`src/hdl/brle_pkg.sv`:
```
// ---------------------------------------------------------------------------
// brle_pkg
// Types and constants shared by the bitmap run-length decoder and its checker.
// ---------------------------------------------------------------------------
package brle_pkg;

	// Default image geometry.
	localparam int DEF_IMAGE_WIDTH      = 256;
	localparam int DEF_IMAGE_HEIGHT     = 192;
	localparam int DEF_PIXELS_PER_COUNT = 4;

	// Paint values.
	localparam logic [7:0] VALUE_START = 8'd128;
	localparam logic [7:0] VALUE_ON    = 8'd255;
	localparam logic [7:0] VALUE_OFF   = 8'd0;

	// Output field widths.
	localparam int BLOCK_W = 14;

	// Result queue depth, a power of two of at least four.
	localparam int QUEUE_DEPTH = 4;

	// One emitted span.
	typedef struct packed {
		logic [7:0]         value;
		logic [BLOCK_W-1:0] first;
		logic [BLOCK_W-1:0] count;
		logic               complete;
	} span_t;

endpackage

```
`src/hdl/blob_bitmap_rle_decoder_core.sv`:
```
// ---------------------------------------------------------------------------
// blob_bitmap_rle_decoder_core
// Decodes alternating run-length counts of a two-level bitmap into spans.
// ---------------------------------------------------------------------------
//  channel  handshake             payload
//  input    in_valid / in_ready   data_byte, last_byte
//  output   out_valid / out_ready pixel_value, first_block, block_count,
//                                 image_complete
//
// One byte is taken per cycle while in_ready is high; its spans are written
// into a small result queue at the same edge and appear on the output from its head.
// A byte may produce two spans (run, then fill); the queue absorbs them.
// in_ready is high while the queue has room for two spans, so a stalled
// output blocks the input once fewer than two queue entries are free.
// arst_n clears the decode state and empties the queue.
module blob_bitmap_rle_decoder_core #(
	parameter int IMAGE_WIDTH      = brle_pkg::DEF_IMAGE_WIDTH,
	parameter int IMAGE_HEIGHT     = brle_pkg::DEF_IMAGE_HEIGHT,
	parameter int PIXELS_PER_COUNT = brle_pkg::DEF_PIXELS_PER_COUNT
) (
	input  logic                         clk,
	input  logic                         arst_n,
	input  logic                         in_valid,
	output logic                         in_ready,
	input  logic [7:0]                   data_byte,
	input  logic                         last_byte,
	output logic                         out_valid,
	input  logic                         out_ready,
	output logic [7:0]                   pixel_value,
	output logic [brle_pkg::BLOCK_W-1:0] first_block,
	output logic [brle_pkg::BLOCK_W-1:0] block_count,
	output logic                         image_complete
);
	import brle_pkg::*;

	localparam int BLOCKS_PER_ROW = (IMAGE_WIDTH + PIXELS_PER_COUNT - 1) / PIXELS_PER_COUNT;
	localparam int TOTAL_BLOCKS   = BLOCKS_PER_ROW * IMAGE_HEIGHT;
	localparam int NB_W           = $clog2(TOTAL_BLOCKS + 1);
	localparam int CW             = (NB_W > 16) ? NB_W : 16;
	localparam logic [CW-1:0] TOTAL_C = CW'(TOTAL_BLOCKS);
	localparam int PTR_W          = $clog2(QUEUE_DEPTH);
	localparam int CNT_W          = $clog2(QUEUE_DEPTH + 1);

	// Decode state.
	logic [7:0]      pending_high_q;
	logic            have_pending_q;
	logic            inside_run_q;
	logic [7:0]      current_value_q;
	logic [NB_W-1:0] next_block_q;

	// Result queue.
	span_t            queue_q [QUEUE_DEPTH];
	logic [PTR_W-1:0] wr_ptr_q;
	logic [PTR_W-1:0] rd_ptr_q;
	logic [CNT_W-1:0] fill_q;

	logic            in_fire;
	logic            out_fire;
	logic [CW-1:0]   nbx;
	logic            not_full;
	logic            run_now;
	logic [CW-1:0]   run_req;
	logic [CW-1:0]   remain0;
	logic [CW-1:0]   run_cnt;
	logic [CW-1:0]   run_end;
	logic [7:0]      run_val;
	logic [CW-1:0]   nb_mid;
	logic [7:0]      val_mid;
	logic            fill_now;
	logic [CW-1:0]   fill_cnt;
	span_t           run_span;
	span_t           fill_span;
	span_t           push0;
	logic [1:0]      n_push;

	assign in_fire  = in_valid && in_ready;
	assign out_fire = out_valid && out_ready;
	assign in_ready = (fill_q <= CNT_W'(QUEUE_DEPTH - 2));

	// Run span from a completed count, clipped to the blocks that remain.
	always_comb begin
		nbx      = CW'(next_block_q);
		not_full = (nbx < TOTAL_C);
		run_now  = not_full && have_pending_q;
		run_req  = CW'({pending_high_q, data_byte});
		if (run_req == '0) begin
			run_req = CW'(1);
		end
		remain0  = TOTAL_C - nbx;
		run_cnt  = (run_req > remain0) ? remain0 : run_req;
		run_end  = nbx + run_cnt;
		run_val  = inside_run_q ? VALUE_OFF : VALUE_ON;

		run_span.value    = run_val;
		run_span.first    = nbx[BLOCK_W-1:0];
		run_span.count    = run_cnt[BLOCK_W-1:0];
		run_span.complete = (run_end >= TOTAL_C);
	end

	// Fill span for the blocks left after the last byte.
	always_comb begin
		nb_mid   = run_now ? run_end : nbx;
		val_mid  = run_now ? run_val : current_value_q;
		fill_now = last_byte && (nb_mid < TOTAL_C);
		fill_cnt = TOTAL_C - nb_mid;

		fill_span.value    = val_mid;
		fill_span.first    = nb_mid[BLOCK_W-1:0];
		fill_span.count    = fill_cnt[BLOCK_W-1:0];
		fill_span.complete = 1'b1;

		push0  = run_now ? run_span : fill_span;
		n_push = 2'(run_now) + 2'(fill_now);
	end

	// Decode state update.
	always_ff @(posedge clk or negedge arst_n) begin
		if (!arst_n) begin
			pending_high_q  <= '0;
			have_pending_q  <= 1'b0;
			inside_run_q    <= 1'b0;
			current_value_q <= VALUE_START;
			next_block_q    <= '0;
		end else if (in_fire) begin
			if (last_byte) begin
				pending_high_q  <= '0;
				have_pending_q  <= 1'b0;
				inside_run_q    <= 1'b0;
				current_value_q <= VALUE_START;
				next_block_q    <= '0;
			end else if (run_now) begin
				have_pending_q  <= 1'b0;
				inside_run_q    <= !inside_run_q;
				current_value_q <= run_val;
				next_block_q    <= run_end[NB_W-1:0];
			end else if (not_full) begin
				pending_high_q <= data_byte;
				have_pending_q <= 1'b1;
			end
		end
	end

	// Queue storage: up to two spans written per request.
	always_ff @(posedge clk) begin
		if (in_fire && (n_push != 2'd0)) begin
			queue_q[wr_ptr_q] <= push0;
		end
		if (in_fire && (n_push == 2'd2)) begin
			queue_q[wr_ptr_q + PTR_W'(1)] <= fill_span;
		end
	end

	// Queue pointers and occupancy.
	always_ff @(posedge clk or negedge arst_n) begin
		if (!arst_n) begin
			wr_ptr_q <= '0;
			rd_ptr_q <= '0;
			fill_q   <= '0;
		end else begin
			if (in_fire) begin
				wr_ptr_q <= wr_ptr_q + PTR_W'(n_push);
			end
			if (out_fire) begin
				rd_ptr_q <= rd_ptr_q + PTR_W'(1);
			end
			fill_q <= fill_q + CNT_W'(in_fire ? n_push : 2'd0) - CNT_W'(out_fire);
		end
	end

	// Output from the queue head.
	assign out_valid      = (fill_q != '0);
	assign pixel_value    = queue_q[rd_ptr_q].value;
	assign first_block    = queue_q[rd_ptr_q].first;
	assign block_count    = queue_q[rd_ptr_q].count;
	assign image_complete = queue_q[rd_ptr_q].complete;

endmodule

```
`config.mk`:
```
export PLATFORM = sky130hd
export DESIGN_NAME = blob_bitmap_rle_decoder_core
export DESIGN_NICKNAME = d
export VERILOG_FILES = /design/src/hdl/brle_pkg.sv /design/src/hdl/blob_bitmap_rle_decoder_core.sv
export SDC_FILE = /design/constraint.sdc
export NUM_CORES = 1
export LEC_CHECK = 0
export ABC_CLOCK_PERIOD_IN_PS = 15300
export BUFFER_PORTS_ARGS = -buffer_cell sky130_fd_sc_hd__clkbuf_2
export CAP_MARGIN = 20
export CORE_AREA = 5 5 135 137
export DETAILED_ROUTE_END_ITERATION = 16
export DIE_AREA = 0 0 140 142
export GPL_ROUTABILITY_DRIVEN = 0
export GPL_TIMING_DRIVEN = 0
export PLACE_DENSITY = 0.82
export RECOVER_POWER = 100
export REMOVE_ABC_BUFFERS = 1
export SYNTH_ARGS = -nofsm -noshare
export SYNTH_HDL_FRONTEND = slang
export SYNTH_SLANG_ARGS = --single-unit
```
`constraint.sdc`:
```
create_clock -name clk -period 15.3 [get_ports clk]
set_input_delay 1.53 -clock clk [delete_from_list [all_inputs] [get_ports clk]]
set_output_delay 1.53 -clock clk [all_outputs]
set_load 0.02 [all_outputs]
```
==> metrics.md, run 1 <==
| Metric | Value |
|---|---|
| TritonCTS clock tree | `done` |
| Synth unique cells | `82` |
| Synth Area per Inst | `between 10 and 15 um2` |
| Period utilization | `a little under three quarters` |
| Die height | `142 um` |
| # fillers | `approximately 1,200` |
| Synth-to-layout area growth | `7.41%` |
| Routed WL | `26.4 mm` |
| Post-CTS Resized | `0` |
| Crit Path Category | `reg2reg` |
| Synth Cell Area | `10,700 um2` |
| RSZ-0062 raised after global routing | `false` |
| Routed len/inst | `around 22 um` |
| All-Layer GR Usage | `a little over a quarter` |
| CORE AREA | `16,900 um2` |
| Post-CTS Setup Inserts | `0` |
| Drt pass-1 iters | `6` |
| Root Buffer | `clkbuf_16` |
| Cells after synthesis | `between 900 and 1,000` |
| Outcome | `complete, but fails checks` |
| CP max FO | `37` |
| Pin count of the biggest net entering global routing | `40` |
| Vias in the first global route | `approximately 7,800` |
| Register area share after synthesis | `50.4%` |
| Io pins | `52` |
| Crit path capture type | `flip-flop` |
| Final antenna-violating net count | `0` |
| Failing checks | `capacitance limit, slew limit` |
| CP max stage cell | `inv_1` |
| Worst EP arrival | `approximately 11 ns` |
| Pins over their slew limit | `274` |
| WP buf/inv | `4` |
| Total negative slack | `0 ns` |
| Clock skew | `~0.017 ns` |
| Rows | `48` |
| Cts bufs inserted | `17` |
| Initial antenna violation count | `0` |
| Via count | `approximately 8,000` |
| YS warnings | `0` |
| DRC Markers | `0` |
| Final hold vios | `0` |
| FF+latch count, synth | `roughly 190` |
| CTS Buffer Depth | `2` |
| Post-synth EDFFs | `144` |
| Setup violations, final | `0` |
| Nets | `approximately 1,000` |
| Cts hold-fix bufs | `0` |
| Count of input and output buffers | `51` |
| # diodes | `0` |
| Async set-reset flop share out of synthesis | `between 20% and 30%` |
| Number of vias per cell | `6.69` |
| CP max stage delay | `about 1.3 ns` |
| Worst-path clk slew | `roughly 0.070 ns` |
| Worst skew pair latency | `roughly 0.45 ns` |
| Hold WC Path Type | `reg2reg` |
| Delay-heaviest family, CP | `compound AO/OA/AOI/OAI gates` |
| Period minus WS final | `10.97 ns` |
| Slew HR | `-80.2%` |
| Slew @ Worst Pin | `around 2.7 ns` |
| Total of max-cap violations | `8` |
| Fmax | `roughly 0.09 GHz` |
| Die ar. | `between 15,000 and 20,000 um2` |
| H-tree Lvls | `4` |
| Synth Flop Type | `edfxtp_1` |
| Num Clock Sinks | `around 190` |
| Ratio of cells with drive above 1 in the final layout | `12.0%` |
| Post-detail-place hpwl | `17.5 mm` |
| Overflow after GRT | `0` |
| First-pass GRT wire length | `roughly 42 mm` |
| Critical Path RT | `about 15 ns` |
| Hold slack | `0.489 ns` |
| Die W | `140 um` |
| Starting Density | `63.1%` |
| DRT iter0 DRCs | `990` |
| Startpoint Class | `flip-flop` |
## state kept, by name (all words and copies together) (netlist names)
| register | count |
|---|---|
| next_block_q | 14 |
| have_pending_q | 1 |
| wr_ptr_q | 2 |
| pending_high_q | 8 |
| fill_q | 3 |
| queue_q | 148 |
| current_value_q | 8 |
| inside_run_q | 1 |
| rd_ptr_q | 2 |
## metal layers
| metal | share of wire [%] | track usage (%) |
|---|---|---|
| met1 | 41 | 37.6 |
| met2 | 48 | 44.1 |
| met3 | 8.8 | 5.14 |
| met4 | 2.9 | 9.28 |
| met5 | 0 | 0 |
## cell type report
cell class,instances,area [um2],share of cell area (%)
clock inverter,15,148,1.29
sequential,187,5380,46.9
timing repair buffer,61,285,2.49
clock buffer,17,425,3.71
tap,225,282,2.45
multi-input combinational,660,4860,42.4
inverter,24,91.3,0.796
## cells by family after synthesis
logic type,after synthesis,synth area share [%]
flops,187,50.4
mux,52,9.69
buf+inv,101,3.83
compound gates,263,16.0
fa+ha+maj,41,4.94
simple gates,262,11.7
xor+xnor,42,3.44
## synthesized netlist by cell type (all sizes together), types with 3 or more instances
master / number / share of area, %
o21a: 4 / 0.28
nand3: 4 / 0.19
nand2b: 6 / 0.35
a22o: 30 / 2.5
a31oi: 4 / 0.23
o21ai: 73 / 3.4
a21oi: 45 / 2.2
clkbuf: 55 / 1.9
o22ai: 65 / 3.9
a21boi: 3 / 0.21
nor3: 27 / 1.4
ha: 39 / 4.6
o31ai: 3 / 0.21
mux2i: 10 / 1.4
or3: 14 / 0.93
or2: 5 / 0.32
and2: 4 / 0.26
dfxtp: 4 / 0.75
inv: 24 / 0.87
mux4: 37 / 7.8
xor2: 13 / 1.1
buf: 22 / 1.0
nor2b: 5 / 0.29
xnor2: 29 / 2.4
nand4: 5 / 0.29
nand2: 100 / 3.5
edfxtp: 144 / 40
and3: 4 / 0.23
a21o: 12 / 0.84
mux2: 5 / 0.53
nor4: 7 / 0.53
nor2: 73 / 2.7
dfrtp: 38 / 8.9
## layout by cell type (no fill, tap or decap), types with 30 or more instances in the layout
cell type  instances
a21oi_1           43
a22o_1            30
clkbuf_1          45
dfrtp_1           37
edfxtp_1         144
ha_1              39
mux4_2            37
nand2_1          100
nor2_1            72
o21ai_0           70
o22ai_1           65
## worst min-delay path, delay by kind of cell, from the launching register on
kind,cells,cell delay (ns)
DFF,1,0.31
and+or+nand+nor,1,0.09
AOI/OAI and AO/OA,1,0.04
## worst paths after layout
check | from | end | slack, ns | cells past startpoint
setup / recovery | next_block_q[1] | queue_q[0][22] | 4.33 | 27
hold / removal | queue_q[3][0] | queue_q[3][0] | 0.49 | 2
setup reg to reg | next_block_q[1] | queue_q[0][22] | 4.33 | 27
hold reg to reg | queue_q[3][0] | queue_q[3][0] | 0.49 | 2
max in group asynchronous | arst_n | rd_ptr_q[1] | 12.01 | 2
min in group asynchronous | arst_n | current_value_q[1] | 0.96 | 1
## per-stage QoR
step	util, %	std cells	setup slack (ns)	instance area, um2
5_1_grt	67.7	1189	3.60	11500
2_1_floorplan	-	871	6.80	10400
3_3_place_gp	64.4	1147	4.00	10900
4_1_cts	68.6	1188	6.04	11600
3_5_place_dp	65.2	1156	6.12	11000
6_report	67.7	1189	4.33	11500
Power of run 1 is not shown: default switching activity piles up to over one toggle a cycle in this logic, so the estimate is an artifact.
==> run 2, diff against run 1 <==
- ABC_AREA: not set -> 1
- ABC_CLOCK_PERIOD_IN_PS: 15300 -> 10810
- CORE_AREA: 5 5 135 137 -> 5 5 139 141
- DIE_AREA: 0 0 140 142 -> 0 0 144 146
- PLACE_DENSITY: 0.82 -> 0.8
- clock period: 15.3 -> 10.81 ns (I/O delays scaled with it)
==> metrics.md, run 2 <==
| Metric | Value |
|---|---|
| Most common cell after layout, fill and taps aside | `nand2_1 (was edfxtp_1)` |
| Placed cells | `1,516 (was 1,156)` |
| FF+latch count, synth | `187 (unchanged)` |
| RSZ-0062 raised after global routing | `false (unchanged)` |
| Pins over their slew limit | `74 (was 274)` |
| Post-synth EDFFs | `144 (unchanged)` |
| Hold WC Path Type | `reg2reg (unchanged)` |
| Io pins | `52 (unchanged)` |
| Yosys top cell by area | `edfxtp_1 (unchanged)` |
| Max reg flops | `148 (unchanged)` |
| Period minus WS final | `9.92 ns (was 10.97 ns)` |
| Most flops, register | `queue_q (unchanged)` |
| Overflow after GRT | `0 (unchanged)` |
| H-tree Lvls | `4 (unchanged)` |
| Placed inst area | `11,300 um2 (was 11,000 um2)` |
| Cts hold-fix bufs | `0 (unchanged)` |
| Ratio of cells with drive above 1 in the final layout | `8.18% (was 12.0%)` |
| Crit path capture type | `flip-flop (unchanged)` |
| Synth unique cells | `42 (was 82)` |
| Worst-path clk slew | `0.07 ns (about the same)` |
| Top cells by count, synth | `nand2_1, nor2_1, o21ai_0 (was edfxtp_1, nand2_1, nor2_1)` |
| # diodes | `0 (unchanged)` |
| Post-CTS Resized | `0 (unchanged)` |
| DRT iter0 DRCs | `1,209 (was 990)` |
| Post-CTS Setup Inserts | `0 (unchanged)` |
| Pin count of the biggest net entering global routing | `51 (was 40)` |
| First-pass GRT wire length | `47.4 mm (was 42.1 mm)` |
| Setup violations, final | `0 (unchanged)` |
| Die ar. | `21,000 um2 (was 19,900 um2)` |
| Final antenna-violating net count | `0 (unchanged)` |
| Post-detail-place hpwl | `20.1 mm (was 17.5 mm)` |
| Vias in the first global route | `9,110 (was 7,835)` |
| Root Buffer | `clkbuf_16 (unchanged)` |
| Most frequent cells in the layout | `nand2_1, o21ai_0, nor2_1 (was edfxtp_1, nand2_1, nor2_1)` |
| Async set-reset flop share out of synthesis | `20.9% (unchanged)` |
| Total of max-cap violations | `2 (was 8)` |
| All-Layer GR Usage | `28.8% (was 27.2%)` |
| Synth Flop Type | `edfxtp_1 (unchanged)` |
| R2r endpoint | `queue_q[2][0] (was queue_q[0][22])` |
| Cts bufs inserted | `17 (unchanged)` |
| Routed WL | `30.0 mm (was 26.4 mm)` |
| Register area share after synthesis | `49.2% (was 50.4%)` |
| Initial antenna violation count | `0 (unchanged)` |
| Synth Area per Inst | `8.43 um2 (was 11.3 um2)` |
| Via count | `9,612 (was 7,957)` |
| YS warnings | `0 (unchanged)` |
| CORE AREA | `17,800 um2 (was 16,900 um2)` |
| CP max stage cell | `nand2_1 (was inv_1)` |
| Worst skew pair latency | `0.45 ns (about the same)` |
| CP dominant cell by count | `nand2_1` |
| Top-count cell post-synth | `nand2_1 (was edfxtp_1)` |
| Total negative slack | `0 ns (unchanged)` |
| Die height | `146 um (was 142 um)` |
| Hold Path Sink | `current_value_q[2] (was queue_q[3][0])` |
| Crit Path Category | `reg2reg (unchanged)` |
| Number of vias per cell | `6.20 (was 6.69)` |
| Layout Cells excl Fill | `1,550 (was 1,189)` |
| Routed len/inst | `19.4 um (was 22.2 um)` |
| Worst hold stages | `2 (unchanged)` |
| Clock skew | `0.0130 ns (was 0.0174 ns)` |
| Synth top area cells | `edfxtp_1, nand2_1, dfrtp_1 (was edfxtp_1, dfrtp_1, mux4_2)` |
| Nets | `1,362 (was 1,005)` |
| Starting Density | `61.3% (was 63.1%)` |
| Final hold vios | `0 (unchanged)` |
| Failing checks | `capacitance limit, slew limit (unchanged)` |
| Synth-to-layout area growth | `7.80% (was 7.41%)` |
| Registers with the most flip-flops | `queue_q (148), next_block_q (14) (unchanged)` |
| Reg2reg setup slack | `0.89 ns (was 4.33 ns)` |
| Post-synth top area share | `39.5% (was 40.5%)` |
| Num Clock Sinks | `187 (unchanged)` |
| Design area | `11,800 um2 (was 11,500 um2)` |
| Worst EP arrival | `10.27 ns (was 11.01 ns)` |
| Outcome | `complete, but fails checks (unchanged)` |
| DRC Markers | `0 (unchanged)` |
| Period utilization | `91.8% (was 71.7%)` |
| Fmax | `0.101 GHz (was 0.0912 GHz)` |
| Startpoint Class | `flip-flop (unchanged)` |
| Critical Path RT | `11.16 ns (was 15.34 ns)` |
| Reg2reg start | `next_block_q[1] (unchanged)` |
| Count of input and output buffers | `51 (unchanged)` |
| TritonCTS clock tree | `done (unchanged)` |
| CP max stage delay | `0.81 ns (was 1.28 ns)` |
| Reg2Reg Depth | `38 (was 27)` |
| Synth Cell Area | `10,900 um2 (was 10,700 um2)` |
| Slew @ Worst Pin | `2.12 ns (was 2.69 ns)` |
| Slew HR | `-42.0% (was -80.2%)` |
| Die W | `144 um (was 140 um)` |
| Hold wc startpoint | `current_value_q[2] (was queue_q[3][0])` |
| CP max FO | `37 (unchanged)` |
| CTS Buffer Depth | `2 (unchanged)` |
| Drt pass-1 iters | `8 (was 6)` |
| Cells after synthesis | `1,298 (was 948)` |
| Rows | `49 (was 48)` |
## run 2: cell count changes after synthesis, sizes merged, moves of 21 or more
cell   change
a21oi     -28
a22o      -30
inv       +96
mux4      -37
nand2    +187
nand3     +69
nor2      +84
nor3      -21
o21ai     +90
o22ai     +47
xnor2     -26
## run 2: cell families after synthesis
group,synth area share [%]
compound gates,15.5
xor+xnor,1.76
fa+ha+maj,4.83
buf+inv,7.01
flops,49.2
simple gates,21.7
## run 2: per-stage QoR
stage	hold WS (ns)	setup WS [ns]	utilization (%)
after floorplan	0.448	3.75	-
after global placement	0.464	1.02	62.8
after detailed placement	0.470	1.35	63.6
after CTS	0.486	1.22	66.8
after global routing	0.518	0.240	66.1
final	0.486	0.886	66.1
## run 2: worst max path at each step
stage,start,to,slack (ns),cells past startpoint
after global placement,data_byte[1],queue_q[3][0],1.02,36
final,next_block_q[1],queue_q[2][0],0.89,38
after detailed placement,data_byte[4],queue_q[2][0],1.35,36
after global routing,next_block_q[1],queue_q[0][11],0.24,34
after floorplan,data_byte[1],queue_q[3][0],3.75,41
after CTS,next_block_q[1],queue_q[2][0],1.22,38
## run 2: cell type report
class	count	area [um2]
Fill cell	1427	6050
Sequential cell	187	5380
Multi-Input combinational cell	914	4760
Inverter	128	482
Clock buffer	17	425
Timing Repair Buffer	60	292
Tap cell	229	287
Clock inverter	15	159
## run 2: layer usage
metal	track usage [%]	routed length (um)	up-vias
met5	0	0	-
met3	7.13	3480	88
li1	-	-	4484
met1	38.3	11400	4467
met4	10.6	927	0
met2	45.7	14200	573
## run 2: worst max-delay path, delay by kind of cell, from the launching register on
kind / cells / cell delay, ns
compound gates: 2 / 1.00
fa+ha+maj: 4 / 1.12
simple gates: 24 / 5.33
buf+inv: 8 / 1.92
flops: 1 / 0.41
Power of run 2 is left out for the same reason.
==> run 3, diff against run 2 <==
- CELL_PAD_IN_SITES_DETAIL_PLACEMENT: not set -> 1
- CELL_PAD_IN_SITES_GLOBAL_PLACEMENT: not set -> 1
- CORE_AREA: 5 5 139 141 -> 5 5 157 159
- DIE_AREA: 0 0 144 146 -> 0 0 162 164
- PLACE_DENSITY: 0.8 -> not set
- PLACE_DENSITY_LB_ADDON: not set -> 0.1
==> metrics.md, run 3 (synthesis gave the netlist of run 2 again) <==
| Metric | Value |
|---|---|
| Post-CTS Resized | `0 (unchanged)` |
| First-pass GRT wire length | `53.1 mm (was 47.4 mm)` |
| Period minus WS final | `9.88 ns (was 9.92 ns)` |
| Slew @ Worst Pin | `2.22 ns (was 2.12 ns)` |
| Share of power burned in registers | `24.4%` |
| Die ar. | `26,600 um2 (was 21,000 um2)` |
| Clock power share | `between 10 and 15%` |
| Combinational share of power | `between 60% and 70%` |
| Cts bufs inserted | `17 (unchanged)` |
| Die height | `164 um (was 146 um)` |
| CP max stage cell | `o21ai_0 (was nand2_1)` |
| Placed inst area | `11,500 um2 (was 11,300 um2)` |
| Crit path capture type | `flip-flop (unchanged)` |
| Io pins | `52 (unchanged)` |
| Crit Path Category | `reg2reg (unchanged)` |
| Leakage | `4.89 nW` |
| TritonCTS clock tree | `done (unchanged)` |
| Total of max-cap violations | `5 (was 2)` |
| Root Buffer | `clkbuf_16 (unchanged)` |
| Failing checks | `capacitance limit, slew limit (unchanged)` |
| Post-CTS Setup Inserts | `0 (unchanged)` |
| Worst-path clk slew | `0.08 ns (was 0.07 ns)` |
| CTS Buffer Depth | `2 (unchanged)` |
| Switch Pwr | `about 2.3 mW` |
| Reg area | `5380 um2 (about the same)` |
| Slew HR | `-48.2% (was -42.0%)` |
| Cts hold-fix bufs | `0 (unchanged)` |
| Num Clock Sinks | `187 (unchanged)` |
| Post-detail-place hpwl | `24.2 mm (was 20.1 mm)` |
| CP dominant cell by count | `nand2_1 (unchanged)` |
| CP max FO | `30 (was 37)` |
| Pins over their slew limit | `176 (was 74)` |
| Registers with the most flip-flops | `queue_q (148), next_block_q (14) (unchanged)` |
| Most flops, register | `queue_q (unchanged)` |
| Initial antenna violation count | `0 (unchanged)` |
| Starting Density | `47.3% (was 61.3%)` |
| Outcome | `complete, but fails checks (unchanged)` |
| PwrDens | `about 350 nW/um2` |
| Routed len/inst | `21.0 um (was 19.4 um)` |
| CORE AREA | `23,100 um2 (was 17,800 um2)` |
| Rows | `56 (was 49)` |
| Max reg flops | `148 (unchanged)` |
| Overflow after GRT | `0 (unchanged)` |
| Worst EP arrival | `10.22 ns (was 10.27 ns)` |
| Startpoint Class | `flip-flop (unchanged)` |
| Total negative slack | `0 ns (unchanged)` |
| Fmax | `0.101 GHz (about the same)` |
| Design area | `11,900 um2 (was 11,800 um2)` |
| Setup violations, final | `0 (unchanged)` |
| Net Sw Frac | `a little over half` |
| Count of input and output buffers | `51 (unchanged)` |
| Die W | `162 um (was 144 um)` |
| # fillers | `2,803 (was 1,427)` |
| Drt pass-1 iters | `5 (was 8)` |
| Vias in the first global route | `9,539 (was 9,110)` |
| Hold WC Path Type | `reg2reg (unchanged)` |
| Routed WL | `33.9 mm (was 30.0 mm)` |
| Critical Path RT | `11.15 ns (was 11.16 ns)` |
| Internal | `1.96 mW` |
| Final hold vios | `0 (unchanged)` |
| DRC Markers | `0 (unchanged)` |
| All-Layer GR Usage | `25.7% (was 28.8%)` |
| Synth-to-layout area growth | `8.89% (was 7.80%)` |
| RSZ-0062 raised after global routing | `false (unchanged)` |
| Max VDD drop | `~0.16 mV` |
| Most common cell after layout, fill and taps aside | `nand2_1 (unchanged)` |
| Multi-input logic area | `4760 um2 (unchanged)` |
| H-tree Lvls | `4 (unchanged)` |
| Worst skew pair latency | `0.44 ns (was 0.45 ns)` |
| Via count | `9,315 (was 9,612)` |
| Most frequent cells in the layout | `nand2_1, o21ai_0, nor2_1 (unchanged)` |
| DRT iter0 DRCs | `735 (was 1,209)` |
| Pin count of the biggest net entering global routing | `47 (was 51)` |
| CP max stage delay | `0.85 ns (was 0.81 ns)` |
| Nets | `1,363 (was 1,362)` |
| Ratio of cells with drive above 1 in the final layout | `8.32% (was 8.18%)` |
| Period utilization | `91.4% (was 91.8%)` |
| Number of vias per cell | `5.78 (was 6.20)` |
| Clock skew | `0.0200 ns (was 0.0130 ns)` |
| Final antenna-violating net count | `0 (unchanged)` |
| # diodes | `0 (unchanged)` |
run 3: path summary, 6_finish.rpt:
check                                        start                 end  slack (ns)  cells after the start
worst min register to register  current_value_q[5]  current_value_q[5]        0.49                      2
min in group asynchronous                   arst_n           fill_q[2]        0.60                      1
worst min-delay path            current_value_q[5]  current_value_q[5]        0.49                      2
worst max-delay path               next_block_q[1]       queue_q[1][0]        0.93                     39
max in group asynchronous                   arst_n     next_block_q[2]        8.18                      2
worst max register to register     next_block_q[1]       queue_q[1][0]        0.93                     39
run 3: worst max-delay path, delay by kind of cell (launching register included):
family | cells | cell delay (ns)
AND/OR/NAND/NOR | 24 | 5.16
buffers and inverters | 9 | 2.00
adder cells (fa/ha/maj) | 4 | 1.09
flip-flops | 1 | 0.41
AO/OA/AOI/OAI | 2 | 1.09
run 3: layout make-up:
class | count | area share (%)
Sequential cell | 187 | 45.2
Clock inverter | 15 | 1.33
Multi-Input combinational cell | 914 | 40.0
Tap cell | 290 | 3.05
Clock buffer | 17 | 3.57
Inverter | 128 | 4.04
Timing Repair Buffer | 61 | 2.82
run 3: power groups by stage:
stage / Sequential (mW) / Clock (mW) / Combinational (mW)
final: 1.03 / 0.630 / 2.55
after global routing: 1.05 / 0.666 / 2.84
after CTS: 1.03 / 0.631 / 2.60
after detailed placement: 1.05 / 0 / 2.58
after global placement: 1.08 / 0 / 2.43
after floorplan: 1.02 / 0 / 1.74
run 3: metal layers:
metal,share of wire (%),global-route usage [%],vias up,routed length [um]
met4,0.95,5.27,0,322
met3,5.2,3.41,25,1780
li1,-,-,4475,-
met1,44,34.1,4561,14900
met5,0,0,-,0
met2,50,45.5,254,16900
run 3: stage by stage:
stage / std cells / total power [mW] / utilization [%] / setup WS, ns / hold WS [ns]
finish: 1612 / 4.21 / 51.5 / 0.929 / 0.491
global route: 1612 / 4.55 / 51.5 / 0.129 / 0.525
CTS: 1611 / 4.26 / 52.1 / 0.935 / 0.491
detailed placement: 1579 / 3.63 / 49.6 / 0.850 / 0.471
global placement: 1570 / 3.51 / 48.8 / 0.301 / 0.463
floorplan: 1229 / 2.76 / - / 3.75 / 0.448
(Power assumes the default switching activity.)
